`src/rtl/qat_pkg.sv`:
```
package qat_pkg;

    localparam logic [7:0] CharSp  = 8'h20;
    localparam logic [7:0] CharTab = 8'h09;
    localparam logic [7:0] CharLf  = 8'h0A;
    localparam logic [7:0] CharCr  = 8'h0D;
    localparam logic [7:0] CharDq  = 8'h22;
    localparam logic [7:0] CharSq  = 8'h27;
    localparam logic [7:0] CharBs  = 8'h5C;

    localparam logic [1:0] QuoteNone   = 2'd0;
    localparam logic [1:0] QuoteDouble = 2'd1;
    localparam logic [1:0] QuoteSingle = 2'd2;

    // Result queue must hold at least the two results of one request.
    localparam int ResDepth = 4;
    localparam int ResPtrW  = $clog2(ResDepth);
    localparam int ResCntW  = $clog2(ResDepth + 1);

    typedef struct packed {
        logic [7:0] out_char;
        logic       has_char;
        logic       token_end;
        logic       last;
    } result_t;

    typedef struct packed {
        logic       in_token;
        logic [1:0] quote_kind;
        logic       escape_pending;
    } tok_state_t;

endpackage

```
`src/rtl/qat_decode.sv`:
```
module qat_decode (
    input  logic [7:0]          in_char,
    input  logic                in_end,
    input  qat_pkg::tok_state_t state_cur,
    output qat_pkg::tok_state_t state_nxt,
    output logic [1:0]          res_count,
    output qat_pkg::result_t    res0,
    output qat_pkg::result_t    res1
);

    always_comb
    begin
        logic       is_ws;
        logic       is_quote;
        logic       skip;
        logic [1:0] qc;
        logic [1:0] q;
        logic       e;
        logic       emit_bs;
        logic       emit_c;

        is_ws = (in_char == qat_pkg::CharSp) || (in_char == qat_pkg::CharTab) ||
                (in_char == qat_pkg::CharLf) || (in_char == qat_pkg::CharCr);
        is_quote = (in_char == qat_pkg::CharDq) || (in_char == qat_pkg::CharSq);
        qc = (in_char == qat_pkg::CharDq) ? qat_pkg::QuoteDouble :
             (in_char == qat_pkg::CharSq) ? qat_pkg::QuoteSingle : qat_pkg::QuoteNone;
        skip = 1'b0;
        emit_bs = 1'b0;
        emit_c = 1'b0;
        q = state_cur.quote_kind;
        e = state_cur.escape_pending;
        state_nxt = state_cur;
        res0 = '0;
        res1 = '0;
        res_count = 2'd0;

        if (!state_cur.in_token)
        begin
            if (in_end || is_ws)
            begin
                skip = 1'b1;
            end
            else
            begin
                state_nxt.in_token = 1'b1;
                q = qat_pkg::QuoteNone;
                e = 1'b0;
            end
        end
        else if (in_end || (in_char == qat_pkg::CharTab) || (in_char == qat_pkg::CharLf) ||
                 (in_char == qat_pkg::CharCr) ||
                 ((in_char == qat_pkg::CharSp) && (q == qat_pkg::QuoteNone) && !e))
        begin
            skip = 1'b1;
            state_nxt = '0;
            res0.token_end = 1'b1;
            res0.last = 1'b1;
            res_count = 2'd1;
        end

        if (!skip)
        begin
            if (is_quote)
            begin
                if (q == qc)
                begin
                    if (e)
                    begin
                        emit_c = 1'b1;
                        e = 1'b0;
                    end
                    else
                    begin
                        q = qat_pkg::QuoteNone;
                    end
                end
                else if ((q == qat_pkg::QuoteNone) && !e)
                begin
                    q = qc;
                end
                else
                begin
                    e = 1'b0;
                    emit_c = 1'b1;
                end
            end
            else if (in_char == qat_pkg::CharBs)
            begin
                emit_c = e;
                e = !e;
            end
            else
            begin
                // A kept backslash goes out ahead of the escaped byte.
                emit_bs = e && !((in_char == qat_pkg::CharSp) && (q == qat_pkg::QuoteNone));
                e = 1'b0;
                emit_c = 1'b1;
            end

            state_nxt.quote_kind = q;
            state_nxt.escape_pending = e;

            if (emit_bs)
            begin
                res0.out_char = qat_pkg::CharBs;
                res0.has_char = 1'b1;
                res1.out_char = in_char;
                res1.has_char = 1'b1;
                res1.last = 1'b1;
                res_count = 2'd2;
            end
            else if (emit_c)
            begin
                res0.out_char = in_char;
                res0.has_char = 1'b1;
                res0.last = 1'b1;
                res_count = 2'd1;
            end
        end
    end

endmodule

```
`src/rtl/qat_res_fifo.sv`:
```
module qat_res_fifo (
    input  logic                           clk,
    input  logic                           rst_n,
    input  logic [1:0]                     push_n,
    input  qat_pkg::result_t               push0,
    input  qat_pkg::result_t               push1,
    input  logic                           pop,
    output qat_pkg::result_t               head,
    output logic                           not_empty,
    output logic [qat_pkg::ResCntW-1:0]    count
);

    qat_pkg::result_t mem [qat_pkg::ResDepth];

    logic [qat_pkg::ResPtrW-1:0] wr_ptr_reg, wr_ptr_next;
    logic [qat_pkg::ResPtrW-1:0] rd_ptr_reg, rd_ptr_next;
    logic [qat_pkg::ResCntW-1:0] count_reg, count_next;
    logic [qat_pkg::ResPtrW-1:0] wr_ptr_p1;

    assign wr_ptr_p1 = wr_ptr_reg + 1'b1;
    assign wr_ptr_next = wr_ptr_reg + qat_pkg::ResPtrW'(push_n);
    assign rd_ptr_next = rd_ptr_reg + qat_pkg::ResPtrW'(pop);
    assign count_next = count_reg + qat_pkg::ResCntW'(push_n) - qat_pkg::ResCntW'(pop);

    assign head = mem[rd_ptr_reg];
    assign not_empty = (count_reg != '0);
    assign count = count_reg;

    always_ff @(posedge clk)
    begin
        if (push_n != 2'd0)
        begin
            mem[wr_ptr_reg] <= push0;
        end
        if (push_n == 2'd2)
        begin
            mem[wr_ptr_p1] <= push1;
        end
    end

    always_ff @(posedge clk or negedge rst_n)
    begin
        if (!rst_n)
        begin
            wr_ptr_reg <= '0;
            rd_ptr_reg <= '0;
            count_reg <= '0;
        end
        else
        begin
            wr_ptr_reg <= wr_ptr_next;
            rd_ptr_reg <= rd_ptr_next;
            count_reg <= count_next;
        end
    end

endmodule

```
`src/rtl/quoted_argument_tokenizer.sv`:
```
// Shell-style argument tokenizer.
// Input channel (in_valid/in_ready) takes one byte per request, or an
// end-of-input mark with in_end. Output channel (out_valid/out_ready)
// streams token characters (has_char) and end-of-token markers (token_end);
// last flags the final result caused by one input request.
// A request is registered on acceptance and decoded once the queue has room;
// its zero, one or two results then enter a four-entry result queue, whose
// head is offered on the output. Throughput is one request per cycle unless
// stalled. An escaped ordinary byte yields two results, but the backslash
// request before it yields none, so with the receiver always ready the queue
// never fills and in_ready stays high.
// The decode stage advances only when the queue has room for two results.
// When the receiver stalls, out_valid and the payload hold, the queue fills,
// and in_ready drops once the held request cannot be decoded.
// Reset clears the token state (between tokens, no quote, no escape), empties
// the queue and drops the held request.
module quoted_argument_tokenizer (
    input  logic       clk,
    input  logic       rst_n,
    input  logic       in_valid,
    output logic       in_ready,
    input  logic [7:0] in_char,
    input  logic       in_end,
    output logic       out_valid,
    input  logic       out_ready,
    output logic [7:0] out_char,
    output logic       has_char,
    output logic       token_end,
    output logic       last
);

    logic       in_valid_reg, in_valid_next;
    logic [7:0] char_reg;
    logic       end_reg;

    qat_pkg::tok_state_t state_reg, state_next, state_dec;
    qat_pkg::result_t    res0, res1, head;
    logic [1:0]          res_count;
    logic [1:0]          push_n;
    logic                pop;
    logic                not_empty;
    logic                room;
    logic                step;
    logic                accept;
    logic [qat_pkg::ResCntW-1:0] count;

    qat_decode u_decode (
        .in_char   (char_reg),
        .in_end    (end_reg),
        .state_cur (state_reg),
        .state_nxt (state_dec),
        .res_count (res_count),
        .res0      (res0),
        .res1      (res1)
    );

    qat_res_fifo u_fifo (
        .clk       (clk),
        .rst_n     (rst_n),
        .push_n    (push_n),
        .push0     (res0),
        .push1     (res1),
        .pop       (pop),
        .head      (head),
        .not_empty (not_empty),
        .count     (count)
    );

    assign pop = not_empty && out_ready;
    assign room = (count - qat_pkg::ResCntW'(pop)) <= qat_pkg::ResCntW'(qat_pkg::ResDepth - 2);
    assign step = in_valid_reg && room;
    assign push_n = step ? res_count : 2'd0;
    assign in_ready = !in_valid_reg || step;
    assign accept = in_valid && in_ready;
    assign in_valid_next = accept ? 1'b1 : (step ? 1'b0 : in_valid_reg);
    assign state_next = step ? state_dec : state_reg;

    assign out_valid = not_empty;
    assign out_char = head.out_char;
    assign has_char = head.has_char;
    assign token_end = head.token_end;
    assign last = head.last;

    always_ff @(posedge clk)
    begin
        if (accept)
        begin
            char_reg <= in_char;
            end_reg <= in_end;
        end
    end

    always_ff @(posedge clk or negedge rst_n)
    begin
        if (!rst_n)
        begin
            in_valid_reg <= 1'b0;
            state_reg <= '0;
        end
        else
        begin
            in_valid_reg <= in_valid_next;
            state_reg <= state_next;
        end
    end

    // Quote and escape state are always clear between tokens.
    a_clear_between: assert property (@(posedge clk) disable iff (!rst_n)
        !state_reg.in_token |-> (state_reg.quote_kind == qat_pkg::QuoteNone) &&
                                !state_reg.escape_pending)
        else $error("quote or escape state set between tokens");

    a_quote_code: assert property (@(posedge clk) disable iff (!rst_n)
        state_reg.quote_kind != 2'd3)
        else $error("invalid quote code");

    a_fifo_bound: assert property (@(posedge clk) disable iff (!rst_n)
        count <= qat_pkg::ResCntW'(qat_pkg::ResDepth))
        else $error("result queue overflow");

    a_end_no_char: assert property (@(posedge clk) disable iff (!rst_n)
        out_valid && token_end |-> !has_char && last)
        else $error("end-of-token result carries a character");

endmodule

```
`config.mk`:
```
export PLATFORM = sky130hd
export DESIGN_NAME = quoted_argument_tokenizer
export DESIGN_NICKNAME = d
export VERILOG_FILES = /design/src/rtl/qat_pkg.sv /design/src/rtl/qat_decode.sv /design/src/rtl/qat_res_fifo.sv /design/src/rtl/quoted_argument_tokenizer.sv
export SDC_FILE = /design/constraint.sdc
export NUM_CORES = 1
export LEC_CHECK = 0
export BUFFER_PORTS_ARGS = -buffer_cell sky130_fd_sc_hd__buf_2
export CORE_MARGIN = 2
export CORE_UTILIZATION = 64
export CTS_CLUSTER_SIZE = 14
export DETAILED_ROUTE_END_ITERATION = 16
export MAX_ROUTING_LAYER = met4
export PLACE_DENSITY = 0.84
export SLEW_MARGIN = 40
export SYNTH_ARGS = -nofsm -noshare
export SYNTH_HDL_FRONTEND = slang
export SYNTH_SLANG_ARGS = --single-unit
```
`constraint.sdc`:
```
create_clock -name clk -period 5.5 [get_ports clk]
set_input_delay 1.1 -clock clk [delete_from_list [all_inputs] [get_ports clk]]
set_output_delay 1.1 -clock clk [all_outputs]
set_load 0.02 [all_outputs]
```
Word level (Yosys, flattened, before mapping). Memory sizes are Yosys's and may differ from the RTL's. Index checks and enable logic that the tools add are counted.

Register bits after elaboration: 21. Memories: 1. Bits in writable memories: 44. Input bits: 13. Output and inout bits: 13.

Memories: u_fifo.mem (words 4, width 11, read ports 1, clocked after memory_dff 0, wr ports 2, line qat_res_fifo.sv:13) `qat_pkg::result_t mem [qat_pkg::ResDepth];`.

Muxes and demuxes: 55. $add $sub $neg: 6. Reductions and logical operators: 28. Magnitude comparators: 1. Equality and inequality tests: 11.

Operator list (number): 2-to-1 mux 9 bit (5); 2-to-1 mux 1 bit (32); 2-to-1 mux 2 bit (15); == test 8 x 4 -> 1 bit, second input constant (3); == test 8 x 6 -> 1 bit, second input constant (3); logical OR 1 bit (10); == test 8 x 7 -> 1 bit, second input constant (1); logical AND 1 bit (8); 2-to-1 mux 3 bit (2); subtractor 3 x 1 -> 3 bit (2); zero test 1 bit (4); zero test 2 bit (2); 2-to-1 mux 4 bit (1); nonzero test 2 bit (2); adder 3 x 2 -> 3 bit (1); less-or-equal comparator 3 x 2 -> 1 bit, second input constant (1); AND reduction 3 bit (1); nonzero test 3 bit (1); adder 2 x 1 -> 2 bit (1); adder 2 x 1 -> 2 bit, second input constant (1); adder 2 bit (1); == test 2 bit (1); == test 2 bit, second input constant (1); != test 2 x 1 -> 1 bit, second input constant (1); != test 2 bit, second input constant (1).

Longest topological paths before layout. Gate-level depths: netlist (run 1).

Depth after elaboration: 20. Gate-level depth with buffers: 13. Mapped depth without buffers: 13.

Hierarchy. A second synthesis (run 1) with hierarchy kept.

Cell total of the unflattened synthesis: 256. Area total of the unflattened synthesis: 3809.9 sq um.

By module, submodules not included: qat_res_fifo (area an instance 2633.8 sq um, times used 1, cells an instance 143); qat_decode (area an instance 635.6 sq um, times used 1, cells an instance 82); quoted_argument_tokenizer (area an instance 540.5 sq um, times used 1, cells an instance 31).

Least setup slack after synthesis (run 1). OpenSTA, ideal clock, no wires.

Path type: input to register. Start point: input out_ready. End point: register u_fifo.count_reg (netlist bit u_fifo.count[2]). Library setup time: 80 ps. Cell stages on the path: 12. Slack: 1830 ps. Arrival: 3590 ps. Path buffers: 0. Cells stage by stage: and2_1 -> ha_1 -> ha_1 -> xnor2_1 -> o211ai_1 -> nor4_4 -> nand3_4 -> ha_1 -> inv_1 -> fa_1 -> xnor2_1 -> xnor2_1.

Longest elaborated chain between the ends: 7.

RTL lines: start: declaration (line quoted_argument_tokenizer.sv:25) `input logic out_ready,`; logical AND 1 bit * (line quoted_argument_tokenizer.sv:69) `assign pop = not_empty && out_ready;`; subtractor 3 x 1 -> 3 bit (line quoted_argument_tokenizer.sv:70) `assign room = (count - qat_pkg::ResCntW'(pop)) <= qat_pkg::ResCntW'(qat_pkg::ResDepth - 2);`; less-or-equal comparator 3 x 2 -> 1 bit (line quoted_argument_tokenizer.sv:70); logical AND 1 bit (line quoted_argument_tokenizer.sv:71) `assign step = in_valid_reg && room;`; 2-to-1 mux 2 bit (line quoted_argument_tokenizer.sv:72) `assign push_n = step ? res_count : 2'd0;`; adder 3 x 2 -> 3 bit (line qat_res_fifo.sv:23) `assign count_next = count_reg + qat_pkg::ResCntW'(push_n) - qat_pkg::ResCntW'(pop);`; subtractor 3 x 1 -> 3 bit * (line qat_res_fifo.sv:23); via u_fifo.count_next (one bit) (line qat_res_fifo.sv:17) `logic [qat_pkg::ResCntW-1:0] count_reg, count_next;`; end signal: assignment (line qat_res_fifo.sv:53) `count_reg <= count_next;`; end: declaration (line qat_res_fifo.sv:17).

The timed path passes the listed nets; every way through them passes the cells marked *. A chain may end at the register's enable or synchronous reset.

==> results of run 1 <==
placed cells by master, fill, tap and decap left out, types with 6 or more instances in the layout:
cell / n
a21o_1: 13
a21oi_1: 9
buf_2: 25
clkbuf_8: 9
dfrtp_1: 12
edfxtp_1: 49
ha_1: 6
inv_1: 8
mux4_2: 11
nand2_1: 7
nor2_1: 12
nor2b_1: 22
o21a_1: 6
o21ai_0: 8
worst max-delay path, stage by stage:
cell and delay [ns]:
buf_2 0.09, and2_1 0.14, ha_1 0.21, ha_1 0.20
xnor2_1 0.18, o211ai_1 0.29, nor4_4 0.43, nand3_4 0.19
nor2b_1 0.49, or3_1 0.43
power by group through the flow:
stage | registers, uW | logic, uW | clock network [uW]
after floorplan | 768 | 651 | 0
after global placement | 856 | 739 | 0
after detailed placement | 863 | 759 | 0
after CTS | 854 | 764 | 327
after global routing | 875 | 838 | 347
final | 857 | 761 | 323
cells by family after synthesis:
| kind of cell | Yosys count | synth area share [%] |
|---|---|---|
| compound gates | 63 | 15.6 |
| flops | 65 | 55.2 |
| fa+ha+maj | 7 | 2.84 |
| buf+inv | 15 | 1.90 |
| xor+xnor | 7 | 1.83 |
| simple gates | 79 | 15.2 |
| mux | 11 | 7.39 |
area by class of cell:
class,count,area [um^2],area share (%)
tap,70,87.6,2.38
clock inverter,4,22.5,0.612
timing repair buffer,25,125,3.40
inverter,8,30.0,0.816
sequential,65,1850,50.3
clock buffer,10,128,3.47
multi-input combinational,167,1440,39.0
routing by layer:
metal	up-vias	GRT usage [%]	part of all wire [%]
li1	1004	-	-
met1	1081	33.3	44
met4	0	9.27	1.5
met5	-	-	0
met3	11	6.16	4.9
met2	59	39.8	50
how the worst max path moves through the flow:
stage,cells past startpoint,slack [ns],end
floorplan,12,1.83,u_fifo.count[2]
global placement,10,1.48,u_fifo.mem[0][3]
detailed placement,10,1.38,u_fifo.mem[0][0]
CTS,10,1.74,u_fifo.mem[0][6]
global route,10,1.36,u_fifo.mem[0][0]
finish,10,1.74,u_fifo.mem[0][0]
per-stage QoR:
stage               cells  utilization, %  cell area, um^2  setup WS (ns)
global placement      335            69.6             3530           1.48
floorplan             247               -             3350           1.83
finish                349            72.5             3680           1.74
CTS                   349            72.5             3680           1.74
detailed placement    335            69.6             3530           1.38
global route          349            72.5             3680           1.36
==> impl_metrics.ini, run 1 <==
[logic_synthesis]
ys_ff_latch = 65
async_flop_share_pct = 18.5
synthCells = 247
synth.net_count = 267
yosys-top-cells-count = edfxtp_1, nor2b_1, a21o_1, dfrtp_1, nor2_1
synth_cell_types = 57
synth-main-ff-cell = edfxtp_1
synth_top_cell_area_share_pct = 43.9
syn-cell-area_mm2 = 0.00335
yosysWarnings = 0
seq_area_frac_synth_pct = 55.2
synth-edff-count = 49
yosysMostFrequentCell = edfxtp_1
synth_top_cell_by_area = edfxtp_1
synth_area_leaders = edfxtp_1, dfrtp_1, mux4_2
postSynthAreaPerCell_um2 = 13.6

[route]
avgRoutedWirePerCell_um = 18.6
postRouteAntennaNets = 0
drc = 0
num_vias = 2155
drtPass1Iterations = 4
drt-vias-per-instance = 6.17
drt-initial-drc-count = 196
drt_wl_total_mm = 6.49

[global_routing]
grt-ovfl-total = 0
grt_usage_pct = 25.6
grt_max_degree = 13
antenna_found_initial = 0
grt_first_pass_wirelength_mm = 10.6
grt_pass1_vias = 2103

[clock_tree]
cts.clk_slew.worst_paths_ns = 0.06
cts_setup_buffers = 0
cts_tree = yes
clk_latency_ns = 0.35
cts_hold_buf = 0
cts_made_buffers = 9
htree_num_levels = 3
cts_resized = 0
cts_sinks = 65
clockBufferDepth = 2
cts_root_buf = clkbuf_8

[final_layout]
largest_reg_flops = 44
n_antenna_cell = 0
drive_gt1_share_pct = 24.7
synthToLayoutAreaGrowth_pct = 9.82
nets = 296
fill_cells = 362

[timing]
timing.fmax_mhz = 266
drv_slew = 0
period_share_pct = 68.4
final_hold_viol_count = 0
fin_crit_ns = 3.76
rsz0062_at_grt = no
setup_viol_count_final = 0
holdWs_ns = 0.477
worst_slew_pin_slew_ns = 0.713
slew_headroom_pct = 52.5
skew_ns = 0.00846
fin_setup_tns_ns = 0

[critical_path]
worstSetupPathType = in -> reg
r2r_start = u_fifo.count[2]
cp_data_required_time_ns = 5.50
r2r_slack_ns = 1.76
cp-end-kind = flip-flop
arrival_ns = 3.76
ff2ff_path_depth = 10
reg2reg_to = u_fifo.mem[0][0]
path_max_fanout = 10
worstSetupStartpointType = primary input
crit_path_start = out_ready

[power]
p_total_uw = 1940
peakVddDrop_v = 0.000237
p_comb_share_pct = 39.2
p_per_area_mw_per_mm2 = 527
seqPwrFrac_pct = 44.1
leakage_uw = 0.00145
p_sw_share_pct = 39.3
p_sw_uw = 763
clock_power_share_pct = 16.7
internal-power_uw = 1180

[flow_run]
drv_cap = 0

[die]
core_area_mm2 = 0.00507
die_h_um = 76.4
die_area_mm2 = 0.00583
start_util_pct = 66.1
row_count = 26
pin_count = 26
dieWidth_um = 76.4

[hold_path]
hp-start = u_fifo.mem[3][1]
hp-class = reg -> reg
hold_end = u_fifo.mem[3][1]
holdPathStages = 2

[placement]
globalplace.congestion = 0.902
io_buffers = 25
dpl.hpwl_mm = 4.74

[outcome]
status = completed
Note: power is estimated with default switching activity, not from simulation.
==> run 2: changes to the inputs <==
CORE_UTILIZATION = 60   (was 64)
PLACE_DENSITY = 0.8   (was 0.84)
clock period = 3.86 ns   (was 5.5 ns; I/O delays follow)
==> impl_metrics.ini, run 2 (same netlist as run 1, synthesis figures left out) <==
[clock_tree]
cts_root_buf = clkbuf_8
cts_made_buffers = 9
cts_tree = yes
cts.clk_slew.worst_paths_ns = 0.07
htree_num_levels = 3
cts_hold_buf = 0
cts_sinks = 65
clk_latency_ns = 0.34
clockBufferDepth = 2

[final_layout]
postLayoutCoreUtil_pct = 68.3
drive_gt1_share_pct = 25.4
synthToLayoutAreaGrowth_pct = 10.9
final_cell_mix = edfxtp_1, buf_2, nor2b_1
n_antenna_cell = 0
largest_reg_flops = 44
layout_commonest_cell = edfxtp_1
final_cell_count_no_fill = 355
nets = 299

[critical_path]
crit_slowest_cell = dfrtp_1
r2r_slack_ns = 0.28
path_max_fanout = 7
worstSetupStartpointType = flip-flop
r2r_start = u_fifo.count[2]
reg2reg_to = u_fifo.count[2]
arrival_ns = 3.85
cp_data_required_time_ns = 4.13
critical_path.cell_chain = or3_1 > and2_1 > ha_1 > ha_1 > xnor2_1 > o211ai_1 > nor4_4 > nand3_4 > ha_1 > inv_1 > fa_1 > xnor2_1 > xnor2_1
worstSetupPathType = reg -> reg
ff2ff_path_depth = 13
slowest_delay_ns = 0.42
cp-end-kind = flip-flop

[timing]
rsz0062_at_grt = no
worst_slew_pin_slew_ns = 0.721
skew_ns = 0.00677
setup_viol_count_final = 0
period_share_pct = 92.8
drv_slew = 0
fin_crit_ns = 3.58
slew_headroom_pct = 51.9
fin_setup_tns_ns = 0
timing.fmax_mhz = 279
final_hold_viol_count = 0

[placement]
placed_cells = 340
io_buffers = 25
dpl.hpwl_mm = 4.94
globalplace.congestion = 0.844

[global_routing]
grt-ovfl-total = 0
grt_pass1_vias = 2191
grt_first_pass_wirelength_mm = 11.3
antenna_found_initial = 0
grt_usage_pct = 25.6
grt_max_degree = 13

[power]
peakVddDrop_v = 0.000329
p_sw_uw = 1110
seqPwrFrac_pct = 43.6
p_comb_share_pct = 39.4
p_sw_share_pct = 39.5
clock_power_share_pct = 17.0
leakage_uw = 0.00146
internal-power_uw = 1700
p_per_area_mw_per_mm2 = 754

[route]
avgRoutedWirePerCell_um = 19.2
drt_wl_total_mm = 6.81
drc = 0
drt-initial-drc-count = 148
postRouteAntennaNets = 0
drtPass1Iterations = 4
drt-vias-per-instance = 6.09
num_vias = 2163

[outcome]
status = completed

[die]
start_util_pct = 61.6
die_area_mm2 = 0.00620
core_area_mm2 = 0.00544
dieWidth_um = 78.7
row_count = 27
pin_count = 26
die_h_um = 78.7

[hold_path]
hp-class = in -> async

[flow_run]
drv_cap = 0
==> run 2: worst max path at each step <==
stage                    start                to  slack (ns)  cells after the start
2_1_floorplan  u_fifo.count[2]   u_fifo.count[2]        0.36                     13
3_3_place_gp         out_ready  u_fifo.mem[3][4]        0.31                     10
3_5_place_dp         out_ready  u_fifo.mem[3][8]        0.20                     10
4_1_cts        u_fifo.count[2]  u_fifo.mem[3][3]        0.21                     10
5_1_grt        u_fifo.count[2]   u_fifo.count[2]        0.02                     13
6_report       u_fifo.count[2]   u_fifo.count[2]        0.28                     13
==> run 2: cell type report <==
cell class	instances	area [um^2]
clock buffer	11	131
clock inverter	4	21.3
fill	393	1720
inverter	8	30.0
multi-input combinational	167	1450
sequential	65	1850
tap	72	90.1
timing repair buffer	28	148
==> run 2: power by group through the flow <==
stage                     Clock, uW  Sequential (uW)  Combinational (uW)
after floorplan                   0             1090                 927
after global placement            0             1220                1060
after detailed placement          0             1230                1100
after CTS                       476             1220                1100
after global routing            508             1250                1210
final                           476             1220                1110
==> run 2: metal layers <==
layer	share of wire (%)	up-vias	GRT usage [%]
met2	50	63	41.0
met3	4.3	14	4.89
met1	44	1074	33.2
li1	-	1012	-
met4	1.8	0	9.30
met5	0	-	-
==> run 2: critical path: cells and delay by family, from the launching register on <==
family | cells | cell delay (ns)
adder cells (fa/ha/maj) | 4 | 1.12
AND/OR/NAND/NOR | 4 | 1.08
XOR/XNOR | 3 | 0.53
flip-flops | 1 | 0.42
AO/OA/AOI/OAI | 1 | 0.31
buffers and inverters | 1 | 0.05
==> run 2: repair_timing <==
action                                  CTS  global route
buffers inserted                          0             0
endpoints found under the setup margin    0            30
resized for setup                         0             1
==> run 2: metrics by stage <==
| step | worst slack, ns | total power (uW) | instance area [um^2] | hold WS, ns |
|---|---|---|---|---|
| 4_1_cts | 0.206 | 2800 | 3710 | 0.305 |
| 2_1_floorplan | 0.361 | 2020 | 3350 | 0.431 |
| 3_5_place_dp | 0.204 | 2330 | 3560 | 0.466 |
| 5_1_grt | 0.0228 | 2970 | 3720 | 0.320 |
| 3_3_place_gp | 0.309 | 2290 | 3560 | 0.460 |
| 6_report | 0.278 | 2800 | 3720 | 0.302 |
==> run 3: changes to the inputs <==
CELL_PAD_IN_SITES_DETAIL_PLACEMENT = 1   (was unset)
CELL_PAD_IN_SITES_GLOBAL_PLACEMENT = 1   (was unset)
CORE_UTILIZATION = 49   (was 60)
PLACE_DENSITY = unset   (was 0.8)
PLACE_DENSITY_LB_ADDON = 0.1   (was unset)
==> impl_metrics.ini, run 3 (same netlist as run 1, synthesis figures left out) <==
[critical_path]
crit_slowest_cell = dfrtp_1
slowest_delay_ns = 0.42
path_buf_inv = 2
path_max_fanout = 7
worstSetupPathType = reg -> reg
r2r_slack_ns = 0.37
critical_path.cell_chain = or3_1 > and2_1 > ha_1 > ha_1 > xnor2_1 > o211ai_1 > buf_4 > nor4_4 > nand3_4 > ha_1 > inv_1 > fa_1 > xnor2_1 > xnor2_1
arrival_ns = 3.75
cp-end-kind = flip-flop
ff2ff_path_depth = 14
worstSetupStartpointType = flip-flop
cp_data_required_time_ns = 4.12
crit_family = adder cells
worst-path-stages = 14

[power]
p_per_area_mw_per_mm2 = 800
leakage_uw = 0.00151
peakVddDrop_v = 0.000332

[clock_tree]
cts_sinks = 65
cts_setup_buffers = 0
clockBufferDepth = 2
cts_tree = yes
cts_root_buf = clkbuf_8
cts_hold_buf = 0
cts_made_buffers = 9
cts.clk_slew.worst_paths_ns = 0.07
htree_num_levels = 3
clk_latency_ns = 0.34
cts_resized = 0

[timing]
skew_ns = 0.0103
final_hold_viol_count = 0
holdWs_ns = 0.303
fin_setup_tns_ns = 0
fin_crit_ns = 3.49
worst_slack_ns = 0.373
slew_headroom_pct = 56.1
period_share_pct = 90.3
rsz0062_at_grt = no
timing.fmax_mhz = 287
worst_slew_pin_slew_ns = 0.654
setup_viol_count_final = 0
drv_slew = 0

[global_routing]
grt_usage_pct = 22.4
grt_first_pass_wirelength_mm = 12.0
grt_pass1_vias = 2278
grt_max_degree = 13
grt-ovfl-total = 0
antenna_found_initial = 0

[flow_run]
drv_cap = 0

[route]
drt-initial-drc-count = 90
drc = 0
drt_wl_total_mm = 7.38
avgRoutedWirePerCell_um = 20.2
postRouteAntennaNets = 0
drt-vias-per-instance = 5.90
drtPass1Iterations = 4
num_vias = 2161

[final_layout]
final_cell_mix = edfxtp_1, buf_2, nor2b_1
layout_commonest_cell = edfxtp_1
fill_cells = 674
drive_gt1_share_pct = 27.3
synthToLayoutAreaGrowth_pct = 14.1
n_antenna_cell = 0
largest_reg_flops = 44
postLayoutCoreUtil_pct = 56.9
seqCellArea_mm2 = 0.00185
nets = 301
multiInputGateArea_mm2 = 0.00144

[placement]
preCtsSetupSlack_ns = 0.313
globalplace.congestion = 0.902
dpl.hpwl_mm = 5.41
io_buffers = 25

[hold_path]
hp-class = in -> async

[die]
pin_count = 26
core_area_mm2 = 0.00672
row_count = 30
dieWidth_um = 86.7
die_area_mm2 = 0.00752
start_util_pct = 49.9
die_h_um = 86.7

[outcome]
status = completed
[run 3: cell count changes in the layout (fill, tap and decap cells not counted), sizes merged]
cell      before  now
inv            8    9
clkbuf        11   10
clkinvlp       1    2
buf           28   30
bufinv         0    3
clkinv         3    0
[run 3: final timing paths]
check,startpoint,to
setup / recovery,u_fifo.count[2],u_fifo.count[2]
hold / removal,rst_n,u_fifo.count[0]
setup reg to reg,u_fifo.count[2],u_fifo.count[2]
hold reg to reg,u_fifo.mem[3][1],u_fifo.mem[3][1]
max in group asynchronous,rst_n,u_fifo.rd_ptr_reg[0]
min in group clk,u_fifo.mem[3][1],u_fifo.mem[3][1]
[run 3: area by class of cell]
class                   count  share of cell area (%)
inverters                   8                   0.785
flip-flops and latches     65                    48.5
well taps                  80                    2.62
clock buffers              10                    3.34
multi-input cells         167                    37.6
clock inverters             6                    2.98
repair buffers             30                    4.25
[run 3: worst register-to-register path: stages, from the launching register on]
cell      delay (ns)
dfrtp_1         0.42
or3_1           0.37
and2_1          0.19
ha_1            0.21
ha_1            0.20
xnor2_1         0.21
o211ai_1        0.12
buf_4           0.18
nor4_4          0.21
nand3_4         0.17
ha_1            0.33
inv_1           0.05
fa_1            0.40
xnor2_1         0.22
xnor2_1         0.14
[run 3: routing by layer]
metal  wire [um]  up-vias  GRT usage, %
li1            -     1016             -
met1        3250     1096          28.5
met2        3740       37          35.9
met3         262       12          4.86
met4         125        0          7.39
met5           0        -             -
[run 3: stage by stage]
stage | instances | instance area [um^2] | total power (uW)
after floorplan | 247 | 3350 | 2020
after global placement | 350 | 3580 | 2340
after detailed placement | 350 | 3580 | 2380
after CTS | 366 | 3820 | 3090
after global routing | 366 | 3820 | 3250
final | 366 | 3820 | 3060
[run 3: report_power, final]
group / internal, uW / leakage, uW / switching, uW
Sequential: 1000 / 0.000639 / 215
Clock: 431 / 0.000113 / 269
Combinational: 487 / 0.000753 / 654
Total: 1920 / 0.00151 / 1140
